$ cat src/isort_pkg.sv
// Shared types and constants for the ascending sorter.
// No dependencies; used by every module of the block.
`default_nettype none

package isort_pkg;

    localparam int VALUE_W = 32;
    localparam int QUEUE_DEPTH = 4;
    localparam int QPTR_W = 2;

    typedef struct packed {
        logic signed [VALUE_W-1:0] value;
        logic                      end_of_set;
    } t_in_item;

    typedef struct packed {
        logic signed [VALUE_W-1:0] sorted_value;
        logic                      last;
        logic                      overflow;
    } t_out_item;

endpackage

`default_nettype wire

$ cat src/isort_front.sv
// Front end: accepts input items into a short queue for the insertion chain.
// Depends on isort_pkg.
`default_nettype none

module isort_front (
    input  wire                      i_clk,
    input  wire                      i_rst_n,
    input  wire                      i_in_valid,
    output logic                     o_in_ready,
    input  wire isort_pkg::t_in_item i_in_item,
    output logic                     o_q_valid,
    input  wire                      i_q_ready,
    output isort_pkg::t_in_item      o_q_item
);

    localparam logic [isort_pkg::QPTR_W:0] FULL_CNT =
        (isort_pkg::QPTR_W + 1)'(isort_pkg::QUEUE_DEPTH);

    isort_pkg::t_in_item r_mem [isort_pkg::QUEUE_DEPTH];
    logic [isort_pkg::QPTR_W-1:0] r_wr_ptr, n_wr_ptr;
    logic [isort_pkg::QPTR_W-1:0] r_rd_ptr, n_rd_ptr;
    logic [isort_pkg::QPTR_W:0]   r_cnt, n_cnt;
    logic push, pop;

    assign o_in_ready = (r_cnt != FULL_CNT);
    assign o_q_valid  = (r_cnt != '0);
    assign o_q_item   = r_mem[r_rd_ptr];
    assign push       = i_in_valid && o_in_ready;
    assign pop        = o_q_valid && i_q_ready;

    always_comb begin
        n_wr_ptr = push ? r_wr_ptr + 1'b1 : r_wr_ptr;
        n_rd_ptr = pop ? r_rd_ptr + 1'b1 : r_rd_ptr;
        n_cnt    = r_cnt;
        if (push && !pop) begin
            n_cnt = r_cnt + 1'b1;
        end else if (pop && !push) begin
            n_cnt = r_cnt - 1'b1;
        end
    end

    always_ff @(posedge i_clk) begin
        if (!i_rst_n) begin
            r_wr_ptr <= '0;
            r_rd_ptr <= '0;
            r_cnt    <= '0;
        end else begin
            r_wr_ptr <= n_wr_ptr;
            r_rd_ptr <= n_rd_ptr;
            r_cnt    <= n_cnt;
        end
    end

    always_ff @(posedge i_clk) begin
        if (push) begin
            r_mem[r_wr_ptr] <= i_in_item;
        end
    end

endmodule

`default_nettype wire

$ cat config.mk
export PLATFORM = sky130hd
export DESIGN_NAME = isort_front
export DESIGN_NICKNAME = d
export VERILOG_FILES = /design/src/isort_pkg.sv /design/src/isort_front.sv
export SDC_FILE = /design/constraint.sdc
export NUM_CORES = 1
export LEC_CHECK = 0
export ABC_AREA = 1
export BUFFER_PORTS_ARGS = -buffer_cell sky130_fd_sc_hd__buf_2
export CORE_MARGIN = 2
export CORE_UTILIZATION = 28
export CTS_CLUSTER_DIAMETER = 80
export CTS_CLUSTER_SIZE = 8
export DETAILED_ROUTE_END_ITERATION = 12
export PLACE_DENSITY = 0.48
export SYNTH_ARGS = -nofsm -noshare
export SYNTH_HDL_FRONTEND = slang
export SYNTH_SLANG_ARGS = --single-unit
$ cat constraint.sdc
create_clock -name i_clk -period 3.7 [get_ports i_clk]
set_clock_uncertainty 0.2 [all_clocks]
set_input_delay 1.11 -clock i_clk [delete_from_list [all_inputs] [get_ports i_clk]]
set_output_delay 1.11 -clock i_clk [all_outputs]
set_load 0.05 [all_outputs]
==> qor.yml, run 1 <==
status: "finished clean"
post_cts_resized: 0
tns_ps: 0
critPathLaunchType: "flop"
antenna_found_initial: 0
synth_cell_types: 21
fp.dieH_um: 142.9
reg2reg_depth: 9
path_clk_slew_ps: 60
hold_viol: 0
max_slew_margin_pct: 53.34
synth_edf_count: 132
clock_latency_ps: 410
cts_buffers: 17
ir_drop_mv: 0.3338
hold-path-cell-count: 2
synth_flop_cell: "edfxtp_1"
cp.arrival_ps: 2120
ios: 72
required_ps: 2390
core_um2: 18830
drt-initial-drc-count: 162
seq_area_frac_synth_pct: 76.68
initial_utilization_pct: 28.70
area_growth_pct: 23.18
fp.dieW_um: 142.9
die-area_um2: 20430
yosys.area.top_type_share_pct: 73.35
r2r_setup_slack_ps: 1390
worstSetupPathType: "flop to primary output"
num_rows: 50
drv_cap: 0
async_flop_share_pct: 0
cts-root-buf: "clkbuf_16"
end_kind: "primary output"
n_antenna_cell: 0
drt-pass1-iter-count: 4
wl_per_cell_um: 16.17
antenna_left: 0
netlist_instances: 387
min_period_ps: 3430
syn_area_um2: 5404
setup_viol: 0
drive_above_1_share_pct: 24.27
yosys_warnings: 0
synth_nets: 430
cts_buffer_depth: 2
synth_seq_cells: 141
rsz0062_at_grt: "no"
post_cts_buffers: 0
vias_per_cell: 4.470
dp_hpwl_um: 6812
gp_congestion: 0.7169
grt_pass1_wl_um: 18560
leakagePower_nw: 2.352
power_per_cell_area_nw_per_um2: 813.3
fillers: 1836
yosys.area.top_type: "edfxtp_1"
final_common_cell: "edfxtp_1"
overflow: 0
vias: 3299
cts_sinks: 141
remaining_drc_errors: 0
final_core_util_pct: 35.35
grt_pass1_vias: 3333
grt_max_degree: 67
fin_crit_sh_pct: 92.71
crit_fanout: 66
grtUsageTotal_pct: 12.36
hold_buffers: 0
final_nets: 508
io_buffers: 71
final_cell_mix: "132 x edfxtp_1, 76 x nor2_1, 71 x buf_2"
tightest_slew_ps: 698.9
cts_max_level: 4
avgSynthCellArea_um2: 13.96
synth.area.top_cells: "edfxtp_1 73%, nor2_1 5.6%, o21ai_0 4.5%"
cts_tree: "done"
slew_viol_final: 0
holdCritPathClass: "flop to flop"
max_freq_mhz: 291.5
wl_um: 11930
through the flow:
stage               setup WS, ps  cell area (um2)  hold WS, ps  total power [mW]  cells
floorplan                  466.3             5404        264.8             3.310    387
global placement           732.1             6036        289.0             3.698    706
detailed placement         687.5             6036        298.0             3.720    706
CTS                        225.6             6656        310.9             5.508    738
global route               124.8             6656        342.9             5.681    738
finish                     269.6             6656        308.4             5.414    738
worst paths after layout:
kind | from | end
max | flop | o_q_item[31]
min | r_rd_ptr[1]$_SDFFE_PN0P_ | r_rd_ptr[1]$_SDFFE_PN0P_
max reg2reg | r_cnt[0]$_SDFFE_PN0P_ | r_cnt[1]$_SDFFE_PN0P_
min reg2reg | r_rd_ptr[1]$_SDFFE_PN0P_ | r_rd_ptr[1]$_SDFFE_PN0P_
synthesized netlist by cell type (2+ instances only):
master / instances
o22ai_1: 33
nor2_1: 80
inv_2: 2
o21ai_0: 49
dfxtp_1: 9
a21oi_1: 3
o21ai_1: 18
ha_1: 5
inv_1: 14
nand2_1: 14
nand3_1: 4
buf_6: 9
clkbuf_2: 2
buf_2: 7
edfxtp_1: 132
layer usage:
metal  GRT usage, %  share of wire [%]  routed length [um]
met1          14.88                 43                5190
met2          21.00                 51                6101
met3          4.125                4.6                 543
met4          3.804               0.80                  95
met5              0                  0                   0
power by group:
part           switching (mW)  total [mW]  internal [mW]
clock network           0.636        1.76           1.13
logic                    1.30        1.66          0.361
registers              0.0512        1.99           1.94
total                    1.98        5.41           3.43
sequential cells by signal, indices dropped and copies added (netlist names), named ones only:
| name | cells |
|---|---|
| r_mem | 132 |
| r_rd_ptr | 2 |
| r_cnt | 3 |
| r_wr_ptr | 2 |
kinds of logic after synthesis:
family	after synthesis	synth area share, %
AND/OR/NAND/NOR	100	7.155
flip-flops	141	76.68
XOR/XNOR	1	0.1621
buffers and inverters	36	4.168
adder cells (fa/ha/maj)	6	1.528
AO/OA/AOI/OAI	103	10.30
layout make-up:
class | count | area [um2] | area share [%]
multi-input cells | 210 | 1065 | 16.00
inverters | 16 | 60.06 | 0.9023
flip-flops and latches | 141 | 4145 | 62.27
repair buffers | 79 | 440.4 | 6.617
clock buffers | 17 | 425.4 | 6.391
well taps | 260 | 325.3 | 4.887
clock inverters | 15 | 195.2 | 2.932
critical path, stage by stage, from the launching register on:
cell     delay, ps
dfxtp_2        330
buf_4          550
o21ai_0        210
o22ai_1        290
buf_2          330
Note: power is estimated with default switching activity, not from simulation.
==> run 2, diff against run 1 <==
CAP_MARGIN = 0   (was not set)
PLACE_DENSITY = 0.52   (was 0.48)
clock period = 4 ns   (was 3.7 ns; I/O delays follow)
==> run 2 against run 1 <==
Via count hardly changed. Critical path depth did not move. Clock power shrank 16%. Sequential power shrank 7%. Count of clock-buffer cells in the layout up 2. Register-to-register slack improved by 280 ps. Cell count increased by 0.14%. Sequential cell count did not move. Wire length increased by 1.0%. Final area shrank 0.90%. Non-clock buffer count up 2. Critical path type unchanged. Largest cell class unchanged. Highest routed layer is now met5.
==> qor.yml, run 2 (synthesis gave the netlist of run 1 again) <==
power_per_cell_area_nw_per_um2: 737.0  # -9.4%
fp.dieH_um: 142.9  # unchanged
slew_viol_final: 0  # unchanged
dpl.cell_count: 708  # +0.28%
wl_per_cell_um: 16.32  # +0.91%
hold-path-cell-count: 2  # unchanged
p_comb_share_pct: 31.7  # +1.1 points
pwr-share-clk_pct: 30.3  # -2.2 points
path_buf_inv: 2  # unchanged
regArea_um2: 4146  # about the same
vias_per_cell: 4.468  # about the same
grtUsageMet3_pct: 4.259  # +0.13 points
multiInputGateArea_um2: 1065  # unchanged
hold_viol: 0  # unchanged
wl_um: 12060  # +1.0%
fp.dieW_um: 142.9  # unchanged
min-delay-start: "r_rd_ptr[1]$_SDFFE_PN0P_"
max_slew_margin_pct: 53.15  # -0.18 points
path_cells: "buf_4 -> o21ai_0 -> o22ai_1 -> buf_2"
cp.arrival_ps: 2090  # -30 ps
fin_crit_sh_pct: 87.30
top_register: "r_mem"
reg_top3: "r_mem (132), r_cnt (3)"
status: "finished clean"
r2r_setup_slack_ps: 1670  # +280 ps
required_ps: 2600  # +210 ps
cts_tree: "done"
power.internal_mw: 3.040  # -11%
grt_max_degree: 67  # unchanged
use_met1_pct: 14.95  # +0.070 points
max_freq_mhz: 286.4
vias: 3302  # +0.091%
n_antenna_cell: 0  # unchanged
io_buffers: 71  # unchanged
drv_cap: 0  # unchanged
worstSetupPathType: "flop to primary output"
critPathSlowestCell: "buf_4"
cts_sinks: 141  # unchanged
fillers: 1819  # -0.93%
final_nets: 510  # +0.39%
remaining_drc_errors: 0  # unchanged
leakagePower_nw: 2.330  # -0.94%
post_cts_buffers: 0  # unchanged
area_growth_pct: 22.07
post_cts_resized: 0  # unchanged
p_sw_mw: 1.821  # -8.2%
ios: 72  # unchanged
top_usage_layer: "met2"
holdCritPathClass: "flop to flop"
critPathMaxStageDelay_ps: 570  # +20 ps
final_common_cell: "edfxtp_1"
tns_ps: 0  # unchanged
cts_max_level: 4  # unchanged
final_cells: 739  # +0.14%
die-area_um2: 20430  # unchanged
clock_latency_ps: 410  # about the same
hold_buffers: 0  # unchanged
switching_share_pct: 37.47  # +0.80 points
rsz0062_at_grt: "no"
dp_hpwl_um: 7147  # +4.9%
initial_utilization_pct: 28.70  # unchanged
critPathLaunchType: "flop"
antenna_found_initial: 2  # +2
num_rows: 50  # unchanged
largest_register_ff_count: 132  # unchanged
drive_above_1_share_pct: 24.63  # +0.37 points
overflow: 0  # unchanged
grt_use_met2_pct: 20.67  # -0.33 points
grt_pass1_wl_um: 18560  # unchanged
tightest_slew_ps: 702.7  # +3.756 ps
grt_pass1_vias: 3385  # +1.6%
end_kind: "primary output"
gp_congestion: 0.7253  # +1.2%
grtUsageTotal_pct: 12.30  # -0.062 points
reg2reg_depth: 5  # -4
ir_drop_mv: 0.2821  # -15%
drt-pass1-iter-count: 4  # unchanged
regToRegStartpoint: "r_cnt[0]$_SDFFE_PN0P_"
cts-root-buf: "clkbuf_16"
core_um2: 18830  # unchanged
final_cell_mix: "132 x edfxtp_1, 76 x nor2_1, 71 x buf_2"
whs_ps: 297.4  # -11.08 ps
pwr-share-seq_pct: 38.0  # +1.2 points
cts_buffer_depth: 2  # unchanged
crit_fanout: 66  # unchanged
setup_viol: 0  # unchanged
min_period_ps: 3492
antenna_left: 0  # unchanged
r2r_end: "r_mem[2][9]$_DFFE_PP_"
cts_buffers: 17  # unchanged
drt-initial-drc-count: 188  # +16%
path_clk_slew_ps: 50  # about the same
crit_family: "buffers and inverters"
run 2: tightest hold or removal path: stages (launching register included):
cell and delay, ps:
dfxtp_1 320, nand2_1 70, a21oi_1 60
run 2: worst max-delay path by stage:
stage,cells past startpoint,start,endpoint,slack [ps]
finish,4,flop,o_q_item[24],510
global route,4,flop,o_q_item[32],350
CTS,4,flop,o_q_item[28],490
detailed placement,4,flop,o_q_item[28],940
global placement,4,flop,o_q_item[28],980
floorplan,2,i_in_valid,r_mem[0][0]$_DFFE_PP_,680
run 2: final cells by class:
class	count	area share, %
Clock inverter	12	1.878
Sequential cell	141	62.86
Tap cell	260	4.932
Clock buffer	19	6.563
Inverter	16	0.9105
Multi-Input combinational cell	210	16.14
Timing Repair Buffer	81	6.715
run 2: power groups by stage:
stage / Clock, mW / Sequential [mW] / Combinational, mW
6_report: 1.47 / 1.85 / 1.54
4_1_cts: 1.51 / 1.85 / 1.57
5_1_grt: 1.58 / 1.86 / 1.65
3_3_place_gp: 0 / 1.87 / 1.54
2_1_floorplan: 0 / 1.87 / 1.19
3_5_place_dp: 0 / 1.88 / 1.56
run 2: through the flow:
step	area (um2)	power (mW)	setup WS [ps]	util [%]
after floorplan	5404	3.062	676.3	-
after global placement	6040	3.414	981.8	32.07
after detailed placement	6040	3.441	938.7	32.07
after CTS	6596	4.927	488.1	35.03
after global routing	6596	5.096	349.3	35.03
final	6596	4.861	508.0	35.03
run 2: layer usage:
layer  up-vias  routed length (um)
met5         -                  27
met4         4                 124
met3        15                 545
met2        59                6075
met1      1644                5283
li1       1580                   -
